**src/assert_macros.svh**
```systemverilog
// assertion helpers used by the ranger control stage rtl
`ifndef ASSERT_MACROS_SVH
`define ASSERT_MACROS_SVH

`ifndef ASSERT_OFF

// same-cycle implication
`define UER_ASSERT_IMP(lbl, clk, rst_n, ante, cons, msg) \
	lbl: assert property (@(posedge clk) disable iff (!rst_n) (ante) |-> (cons)) \
		else $error(msg);

// next-cycle implication
`define UER_ASSERT_NXT(lbl, clk, rst_n, ante, cons, msg) \
	lbl: assert property (@(posedge clk) disable iff (!rst_n) (ante) |=> (cons)) \
		else $error(msg);

`else

`define UER_ASSERT_IMP(lbl, clk, rst_n, ante, cons, msg)
`define UER_ASSERT_NXT(lbl, clk, rst_n, ante, cons, msg)

`endif

`endif

```
**src/uer_pkg.sv**
```systemverilog
package uer_pkg;

	// tick counter width
	localparam int CNT_W = 24;

	// status codes
	localparam logic [1:0] ST_OK     = 2'd0;
	localparam logic [1:0] ST_NOECHO = 2'd1;
	localparam logic [1:0] ST_RANGE  = 2'd2;

	// configuration register set
	typedef struct packed {
		logic [15:0]      trigger_ticks;
		logic [CNT_W-1:0] echo_wait_limit;
		logic [CNT_W-1:0] echo_count_limit;
		logic [CNT_W-1:0] range_limit;
	} cfg_t;

	// control stage result handed to the distance stage
	typedef struct packed {
		logic             trigger;
		logic             done;
		logic [1:0]       status;
		logic [CNT_W-1:0] count;
	} ctrl_res_t;

endpackage

```
**src/uer_cfg.sv**
```systemverilog
module uer_cfg (
	input  logic                         clk,
	input  logic                         arst_n,
	input  logic                         cfg_we,
	input  logic [1:0]                   cfg_index,
	input  logic [uer_pkg::CNT_W-1:0]    cfg_data,
	output uer_pkg::cfg_t                cfg
);

	// register indexes
	localparam logic [1:0] REG_TRIGGER_TICKS    = 2'd0;
	localparam logic [1:0] REG_ECHO_WAIT_LIMIT  = 2'd1;
	localparam logic [1:0] REG_ECHO_COUNT_LIMIT = 2'd2;
	localparam logic [1:0] REG_RANGE_LIMIT      = 2'd3;

	// reset values
	localparam logic [15:0]               RST_TRIGGER_TICKS    = 16'd20;
	localparam logic [uer_pkg::CNT_W-1:0] RST_ECHO_WAIT_LIMIT  = 24'd5000000;
	localparam logic [uer_pkg::CNT_W-1:0] RST_ECHO_COUNT_LIMIT = 24'hffffff;
	localparam logic [uer_pkg::CNT_W-1:0] RST_RANGE_LIMIT      = 24'hffff00;

	uer_pkg::cfg_t cfg_q;

	// register writes
	always_ff @(posedge clk or negedge arst_n) begin
		if (!arst_n) begin
			cfg_q.trigger_ticks    <= RST_TRIGGER_TICKS;
			cfg_q.echo_wait_limit  <= RST_ECHO_WAIT_LIMIT;
			cfg_q.echo_count_limit <= RST_ECHO_COUNT_LIMIT;
			cfg_q.range_limit      <= RST_RANGE_LIMIT;
		end else if (cfg_we) begin
			case (cfg_index)
				REG_TRIGGER_TICKS:    cfg_q.trigger_ticks    <= cfg_data[15:0];
				REG_ECHO_WAIT_LIMIT:  cfg_q.echo_wait_limit  <= cfg_data;
				REG_ECHO_COUNT_LIMIT: cfg_q.echo_count_limit <= cfg_data;
				REG_RANGE_LIMIT:      cfg_q.range_limit      <= cfg_data;
				default: begin
				end
			endcase
		end
	end

	assign cfg = cfg_q;

endmodule

```
**src/uer_ctrl.sv**
```systemverilog
`include "assert_macros.svh"

module uer_ctrl (
	input  logic                 clk,
	input  logic                 arst_n,
	input  logic                 step,
	input  logic                 start_req,
	input  logic                 echo,
	input  uer_pkg::cfg_t        cfg,
	output uer_pkg::ctrl_res_t   res
);

	typedef enum logic [1:0] {
		PH_IDLE,
		PH_TRIG,
		PH_WAIT,
		PH_COUNT
	} phase_t;

	localparam logic [uer_pkg::CNT_W-1:0] CNT_MAX = '1;
	localparam logic [uer_pkg::CNT_W-1:0] CNT_ONE = uer_pkg::CNT_W'(1);

	phase_t                      phase_q, phase_d;
	logic [uer_pkg::CNT_W-1:0]   tick_count_q, tick_count_d;
	logic [uer_pkg::CNT_W-1:0]   inc, sat_inc, fin_cnt;
	logic                        fin;

	assign inc     = tick_count_q + CNT_ONE;
	assign sat_inc = (tick_count_q == CNT_MAX) ? tick_count_q : inc;

	// next phase and this word's result
	always_comb begin
		phase_d      = phase_q;
		tick_count_d = tick_count_q;
		fin          = 1'b0;
		fin_cnt      = tick_count_q;
		res          = '0;
		case (phase_q)
			PH_IDLE: begin
				if (start_req) begin
					phase_d      = PH_TRIG;
					tick_count_d = '0;
				end
			end
			PH_TRIG: begin
				res.trigger  = 1'b1;
				tick_count_d = inc;
				if (inc >= {8'd0, cfg.trigger_ticks}) begin
					phase_d      = PH_WAIT;
					tick_count_d = '0;
				end
			end
			PH_WAIT: begin
				if (echo) begin
					phase_d      = PH_COUNT;
					tick_count_d = CNT_ONE;
					if (CNT_ONE >= cfg.echo_count_limit) begin
						fin     = 1'b1;
						fin_cnt = CNT_ONE;
					end
				end else begin
					tick_count_d = inc;
					if (inc >= cfg.echo_wait_limit || inc == '0) begin
						res.done     = 1'b1;
						res.status   = uer_pkg::ST_NOECHO;
						phase_d      = PH_IDLE;
						tick_count_d = '0;
					end
				end
			end
			PH_COUNT: begin
				if (echo) begin
					tick_count_d = sat_inc;
					if (sat_inc >= cfg.echo_count_limit) begin
						fin     = 1'b1;
						fin_cnt = sat_inc;
					end
				end else begin
					fin = 1'b1;
				end
			end
			default: begin
				phase_d      = PH_IDLE;
				tick_count_d = '0;
			end
		endcase

		// measurement finished: range check on the echo count
		if (fin) begin
			res.done     = 1'b1;
			res.count    = fin_cnt;
			res.status   = (fin_cnt < cfg.range_limit) ? uer_pkg::ST_OK : uer_pkg::ST_RANGE;
			phase_d      = PH_IDLE;
			tick_count_d = '0;
		end
	end

	// phase and tick counter
	always_ff @(posedge clk or negedge arst_n) begin
		if (!arst_n) begin
			phase_q      <= PH_IDLE;
			tick_count_q <= '0;
		end else if (step) begin
			phase_q      <= phase_d;
			tick_count_q <= tick_count_d;
		end
	end

	`UER_ASSERT_IMP(a_idle_cnt_zero, clk, arst_n, phase_q == PH_IDLE, tick_count_q == '0, "tick count not cleared in idle")
	`UER_ASSERT_IMP(a_trig_cnt_narrow, clk, arst_n, phase_q == PH_TRIG, tick_count_q[23:16] == 8'd0, "trigger count beyond 16 bits")
	`UER_ASSERT_IMP(a_noecho_from_wait, clk, arst_n, res.done && res.status == uer_pkg::ST_NOECHO, phase_q == PH_WAIT && !echo, "no-echo outside wait phase")
	`UER_ASSERT_NXT(a_echo_fall_ends, clk, arst_n, step && phase_q == PH_COUNT && !echo, phase_q == PH_IDLE, "echo fall did not end measurement")

endmodule

```
**src/uer_dist.sv**
```systemverilog
module uer_dist (
	input  uer_pkg::ctrl_res_t   res,
	output logic [15:0]          distance
);

	// ceil(2^30 / 65): exact quotient for every 24-bit count
	localparam int                 SHIFT    = 30;
	localparam logic [23:0]        RECIP_65 = 24'd16519105;
	localparam logic [15:0]        DIST_MAX = 16'hffff;

	logic [47:0] prod;
	logic [17:0] quot;

	// divide by 65 through the reciprocal
	assign prod = {24'd0, res.count} * {24'd0, RECIP_65};
	assign quot = prod[47:SHIFT];

	// zero when no result is done; saturate, and report the full-scale code when not ok
	always_comb begin
		if (!res.done) begin
			distance = '0;
		end else if (res.status != uer_pkg::ST_OK) begin
			distance = DIST_MAX;
		end else if (quot[17:16] != 2'd0) begin
			distance = DIST_MAX;
		end else begin
			distance = quot[15:0];
		end
	end

endmodule

```
**src/ultrasonic_echo_ranger.sv**
```systemverilog
// Ultrasonic echo ranger: trigger / echo timing for a pulse-echo range sensor.
// Input channel (in_valid/in_ready): one word per timer tick carrying
// start_req and the sampled echo level. Output channel (out_valid/out_ready):
// exactly one word per input word with the trigger level, done_res, status
// and distance (echo ticks / 65, saturating; 0xffff when not ok).
// Configuration port (cfg_we/cfg_index/cfg_data) writes one of the four
// limit registers, chosen by cfg_index; write only while no word is in flight.
// Each accepted word is registered in stage 1, then stage 2, then the output.
// Throughput: one word per cycle unless stalled. The phase state advances
// once per word in the control stage; the divide by 65 is a single
// reciprocal multiply in the following stage, registered into the output.
// Stall: when out_ready is low the three stages fill and then hold, in_ready
// drops once the pipeline is full; nothing is dropped or repeated.
// Reset: arst_n clears the pipeline valids, returns the phase to idle with a
// zero tick count and loads the register defaults.
module ultrasonic_echo_ranger (
	input  logic                         clk,
	input  logic                         arst_n,
	input  logic                         in_valid,
	output logic                         in_ready,
	input  logic                         start_req,
	input  logic                         echo,
	output logic                         out_valid,
	input  logic                         out_ready,
	output logic                         trigger,
	output logic                         done_res,
	output logic [1:0]                   status,
	output logic [15:0]                  distance,
	input  logic                         cfg_we,
	input  logic [1:0]                   cfg_index,
	input  logic [uer_pkg::CNT_W-1:0]    cfg_data
);

	uer_pkg::cfg_t       cfg;
	uer_pkg::ctrl_res_t  ctrl_res, res_s2;

	logic        v_s1, v_s2, out_valid_q;
	logic        start_s1, echo_s1;
	logic        adv1, adv2, adv_out;
	logic        trigger_q, done_q;
	logic [1:0]  status_q;
	logic [15:0] distance_q, dist_calc;

	// stage advance: each stage moves when empty or its successor moves
	assign adv_out  = !out_valid_q || out_ready;
	assign adv2     = !v_s2 || adv_out;
	assign adv1     = !v_s1 || adv2;
	assign in_ready = adv1;

	uer_cfg u_cfg (
		.clk       (clk),
		.arst_n    (arst_n),
		.cfg_we    (cfg_we),
		.cfg_index (cfg_index),
		.cfg_data  (cfg_data),
		.cfg       (cfg)
	);

	uer_ctrl u_ctrl (
		.clk       (clk),
		.arst_n    (arst_n),
		.step      (v_s1 && adv2),
		.start_req (start_s1),
		.echo      (echo_s1),
		.cfg       (cfg),
		.res       (ctrl_res)
	);

	uer_dist u_dist (
		.res      (res_s2),
		.distance (dist_calc)
	);

	// pipeline valids
	always_ff @(posedge clk or negedge arst_n) begin
		if (!arst_n) begin
			v_s1        <= 1'b0;
			v_s2        <= 1'b0;
			out_valid_q <= 1'b0;
		end else begin
			if (adv1) begin
				v_s1 <= in_valid;
			end
			if (adv2) begin
				v_s2 <= v_s1;
			end
			if (adv_out) begin
				out_valid_q <= v_s2;
			end
		end
	end

	// pipeline payload
	always_ff @(posedge clk) begin
		if (adv1 && in_valid) begin
			start_s1 <= start_req;
			echo_s1  <= echo;
		end
		if (adv2 && v_s1) begin
			res_s2 <= ctrl_res;
		end
		if (adv_out && v_s2) begin
			trigger_q  <= res_s2.trigger;
			done_q     <= res_s2.done;
			status_q   <= res_s2.status;
			distance_q <= dist_calc;
		end
	end

	assign out_valid = out_valid_q;
	assign trigger   = trigger_q;
	assign done_res  = done_q;
	assign status    = status_q;
	assign distance  = distance_q;

endmodule
```
**config.mk**
```make
export PLATFORM = sky130hd
export DESIGN_NAME = ultrasonic_echo_ranger
export DESIGN_NICKNAME = d
export VERILOG_FILES = /design/src/uer_pkg.sv /design/src/uer_cfg.sv /design/src/uer_ctrl.sv /design/src/uer_dist.sv /design/src/ultrasonic_echo_ranger.sv
export VERILOG_INCLUDE_DIRS = /design/src /design/src/src
export SDC_FILE = /design/constraint.sdc
export NUM_CORES = 1
export LEC_CHECK = 0
export BUFFER_PORTS_ARGS = -buffer_cell sky130_fd_sc_hd__buf_2
export CAP_MARGIN = 20
export CORE_MARGIN = 1.5
export CORE_UTILIZATION = 35
export CTS_CLUSTER_SIZE = 20
export DETAILED_ROUTE_END_ITERATION = 6
export SLEW_MARGIN = 25
export SYNTH_ARGS = -nofsm -noshare
export SYNTH_HDL_FRONTEND = slang
export SYNTH_SLANG_ARGS = --single-unit
```
**constraint.sdc**
```tcl
create_clock -name clk -period 18.1 [get_ports clk]
set_input_delay 0 -clock clk [delete_from_list [all_inputs] [get_ports clk]]
set_output_delay 0 -clock clk [all_outputs]
set_load 0.02 [all_outputs]
```
# Word-level counts from Yosys, hierarchy flattened
# Index checks and enable logic that the tools add are counted.
# totals
register_bits,167
input_bits,33
out_inout_bits,22
wordCells,91
# classes
add_sub_neg,1
mul,1
n_lt_le_gt_ge,5
n_eq_ne,11
mux,32
n_reduce_logical,22
# op_table
op,count
2-to-1 mux 24 bit,11
case mux 24 bit (4 select lines),1
>= comparator 24 bit,2
multiplier 24 x 24 -> 48 bit (second input constant),1
case mux 24 bit (2 select lines),1
2-to-1 mux 16 bit,2
2-to-1 mux 26 bit,1
adder 24 x 1 -> 24 bit (second input constant),1
equality test 24 bit (second input constant),1
>= comparator 1 x 24 -> 1 bit (first input constant),1
>= comparator 24 x 16 -> 1 bit,1
zero test 24 bit,1
less-than comparator 24 bit,1
2-to-1 mux 2 bit,6
2-to-1 mux 3 bit,3
equality test 2 bit (second input constant),4
AND reduction 2 bit,4
inequality test 3 x 2 -> 1 bit (second input constant),2
case mux 2 bit (3 select lines),1
2-to-1 mux 1 bit,5
AND reduction 5 bit,1
equality test 2 x 1 -> 1 bit (second input constant),2
zero test 2 bit,2
logical OR 1 bit,4
other kinds (8),13

# Logic depth before layout (Yosys ltp)
# logic_depth
depth_word,9
depth_mapped,28
ltp_nobuf,26

# Modules after synthesis
# A second synthesis with hierarchy kept.
# unflattened
hier_cells,1715
hier_area_um2,17550.6
# by_module_without_submodules
module,instances,cells_each,area_per_inst_um2,seq_area_each_um2
uer_dist,1,751,7447.1,0.0
uer_ctrl,1,715,5079.9,650.6
uer_cfg,1,187,3377.0,2264.7
ultrasonic_echo_ranger,1,62,1646.6,1576.5

# Worst setup path before layout
# Ideal clock, no wire load.
# synth_path
path_type,reg2reg
start,reg res_s2[9] (netlist name)
end,"reg distance_q[10], in the netlist distance[10], data pin"
t_arrival_ns,6.637
t_required_ns,17.846
slack_ns,11.209
stages_incl_launch_ff,24
path_buffers,2
synth_period_minus_slack_ns,6.891
path_cell_list,edfxtp_1 -> fa_1 -> inv_1 -> fa_1 -> inv_1 -> fa_1 -> inv_1 -> fa_1 -> fa_1 -> inv_1 -> fa_1 -> ha_1 -> ha_1 -> a21oi_1 -> o21ai_0 -> a31oi_1 -> o31ai_1 -> a2111oi_0 -> nor3_1 -> xnor2_1 -> or4_1 -> clkbuf_1 -> clkbuf_1 -> o21a_1
# synth_between
elab_chain_len,4
# synth_rtl
element,line_no,text
"start, declared",ultrasonic_echo_ranger.sv:35,"uer_pkg::ctrl_res_t ctrl_res, res_s2;"
"start signal, assigned",ultrasonic_echo_ranger.sv:100,res_s2 <= ctrl_res;
multiplier 24 x 24 -> 48 bit *,uer_dist.sv:15,"assign prod = {24'd0, res.count} * {24'd0, RECIP_65};"
nonzero test 2 bit,uer_dist.sv:24,end else if (quot[17:16] != 2'd0) begin
2-to-1 mux 16 bit *,uer_dist.sv:24,
2-to-1 mux 16 bit *,uer_dist.sv:22,end else if (res.status != uer_pkg::ST_OK) begin
"end signal, assigned",ultrasonic_echo_ranger.sv:106,distance_q <= dist_calc;
"end, declared",ultrasonic_echo_ranger.sv:42,"logic [15:0] distance_q, dist_calc;"
# Mark *: on every way between the ends. The rest lies on a longest branch, timed or not.
# A chain may end at the register's enable or synchronous reset.

# Worst setup path in the final report
# layout_path
start,reg res_s2[13] (netlist name)
end,"reg distance_q[3], in the netlist distance[3], data pin"
# The elaborated chain is that of the path after synthesis.

==> reports/summary.txt <==
sequential share of the synthesized area: 26.2%
clock tree buffer depth: 2
worst skew pair latency: 0.48 ns
Post-synth ARST share: 70.1%
final core utilization: 39.5%
commonest non-fill, non-tap cells in the layout: inv_1, ha_1, fa_1
Setup crit end kind: register
Primary FF master, synth: dfrtp_1
fillers: 4768
CTS Buf Count: 17
CP arrival: 7.85 ns
Vias/cell: 5.18
Synth Area per Inst: 10.2 um2
Placed Instance Area: 18100 um2
MaxCap Viol Count: 0
Multi-input gate area: 11300 um2
RePlAce Congestion: 0.984
Final Cell Area: 19000 um2
antenna-violating nets left: 0
Final Skew: 0.0147 ns
routed len/inst: 18.2 um
yosys warns: 0
Synth Cell Area: 17200 um2
first-pass GRT wire length: 69.8 mm
via count: 12247
Worst path slowest cell: or4_1
Die W: 224 um
largest net degree at the start of global routing: 68
adder-cell area share of the yosys netlist: 37.6%
top post-synthesis cells by area: ha_1, fa_1, dfrtp_1
main combinational cell family by area after synthesis: adder cells
Critical Path RT: 18.32 ns
Net count, final: 2194
Hold Path Class: input port to register
Max Fclk: 131 MHz
max incr delay on CP: 0.75 ns
CP Launch Type: register
CTS tree: yes
initial antenna violation count: 1
CP Max Fanout: 16
minimum clock period: 7.62 ns
clock-pin slew on the worst setup and hold paths: 0.08 ns
Post-Synth XOR/XNOR Area: 2.35%
Max Slew Vio Count: 0
Worst Tran Pin Value: 0.933 ns
Syn Nets: 2133
Synth Instances: 1677
die footprint: 50400 um2
CP bufs+invs: 6
post-cts gate resize count: 0
row count: 80
critical path, cell by cell: inv_1, fa_1, inv_1, fa_1, inv_1, fa_1, inv_1, ha_1, fa_1, inv_1, fa_1, inv_1, ha_1, ha_1, a21oi_1, o21ai_0, a211oi_1, nor2_1, a2111oi_0, nor3_1, xnor2_1, or4_1, a22o_1
area share of the largest cell type after synthesis: 19.5%
mux contribution to synthesized area: 4.79%
Seq cells post-synth: 167
total track usage: 18.0%
layout cells sized above 1: 13.2%
Compound-Gate Fraction of Synth Area: 11.2%
Root Driver: clkbuf_16
cell family with most CP delay: adder cells
Rel. slew slack: 37.8%
total grt overflow: 0
I/O Pins: 55
Post-synth EDFFs: 50
DRT Wirelength: 43.1 mm
CTS Sinks: 167
# setup viols final: 0
DRC: 0
area grow syn2layout: 10.6%
HPWL after DPL: 35.7 mm
core area: 48000 um2
final setup TNS: 0 ns
final hold vios: 0
unrepaired setup endpoints after global routing: false
n_diodes: 0
Seq. cell area: 4490 um2
Yosys cell types: 69
worst setup path class: register to register
initial drt markers: 856
status: completed
die height: 224 um
Starting Density: 35.7%
period utilization: 42.1%
leading area contributor after synthesis: ha_1
most common cell after layout, fill and taps aside: inv_1
Top cell by count, worst path: inv_1
vias in the first global route: 13036
IO Port Bufs: 54
H-tree levels: 4
DRT Pass-1 Iters: 5
Simple-Gate Fraction of Synth Area: 9.93%
state kept, by name (all words and copies together), names as in the netlist, 2 cells and up:
| register | count |
|---|---|
| u_ctrl.phase_q | 2 |
| u_ctrl.tick_count_q | 24 |
| distance | 16 |
| u_cfg.cfg | 88 |
| status | 2 |
| res_s2 | 28 |
worst min-delay path: stages:
cell and delay, ns:
buf_2 0.11, nor3b_2 0.04, buf_4 0.21, nand2_1 0.09, o21ai_0 0.07
logic make-up (layout without fill, tap and decap cells):
logic type / Yosys count / after routing
AND/OR/NAND/NOR: 329 / 329
AO/OA/AOI/OAI: 280 / 280
flip-flops: 167 / 167
buffers and inverters: 359 / 433
XOR/XNOR: 46 / 46
adder cells (fa/ha/maj): 423 / 423
multiplexers: 73 / 73
area by class of cell:
cell class                 instances  share of cell area [%]
inverter                         310                    6.13
tap                              615                    4.05
clock inverter                    14                   0.995
multi-input combinational       1151                    59.6
timing repair buffer              91                    3.30
sequential                       167                    23.7
clock buffer                      18                    2.26
path summary, 6_finish.rpt:
kind,start,endpoint,slack (ns),cells after the start
min in group asynchronous,arst_n,u_cfg.cfg[75]$_DFFE_PN0P_,0.08,2
worst max-delay path,res_s2[13]$_SDFFCE_PN0P_,distance[3]$_SDFFCE_PN0P_,10.48,23
worst max register to register,res_s2[13]$_SDFFCE_PN0P_,distance[3]$_SDFFCE_PN0P_,10.48,23
max in group asynchronous,arst_n,v_s1$_DFFE_PN0N_,16.68,3
worst min-delay path,cfg_index[0],u_cfg.cfg[74]$_DFFE_PN1P_,0.06,5
worst min register to register,v_s1$_DFFE_PN0N_,v_s2$_DFFE_PN0P_,0.49,1
stage by stage:
step           cells  hold slack (ns)  setup slack [ns]
2_1_floorplan   1677           -0.296             11.21
3_3_place_gp    2304           0.0578             10.52
3_5_place_dp    2304           0.0647             10.40
4_1_cts         2366           0.0528             10.37
5_1_grt         2366            0.111             10.04
6_report        2366           0.0630             10.48
Yosys cell counts, drive strengths merged, types with 5 or more instances:
library cell,instances
a21oi,54
o211ai,10
o21a,22
fa,155
nor4,18
dfstp,50
inv,310
nor2,46
edfxtp,50
and3,9
nor2b,9
nand4,23
xnor2,31
a21o,29
nand3,37
nand2,94
o31a,6
and4,9
mux2,73
o21ai,56
clkbuf,34
or2,6
nor3,18
dfrtp,67
and2,29
xor2,15
o2bb2ai,5
a22o,30
a31oi,8
a211oi,14
nand2b,19
ha,268
buf,15
what timing repair did:
action | CTS | global route
endpoints found under the setup margin | 0 | 0
hold endpoints to repair | 145 | 0
hold buffers | 30 | 0
setup buffers | 0 | 0
metal layers:
| metal | GRT usage [%] | wire length [um] | vias up |
|---|---|---|---|
| met5 | 0 | 0 | - |
| met4 | 6.78 | 1430 | 0 |
| met3 | 3.38 | 1770 | 82 |
| met2 | 30.3 | 20400 | 273 |
| met1 | 23.0 | 19500 | 6048 |
| li1 | - | - | 5844 |
Power is not shown: default switching activity piles up to over one toggle a cycle in this logic, so the estimate is an artifact.
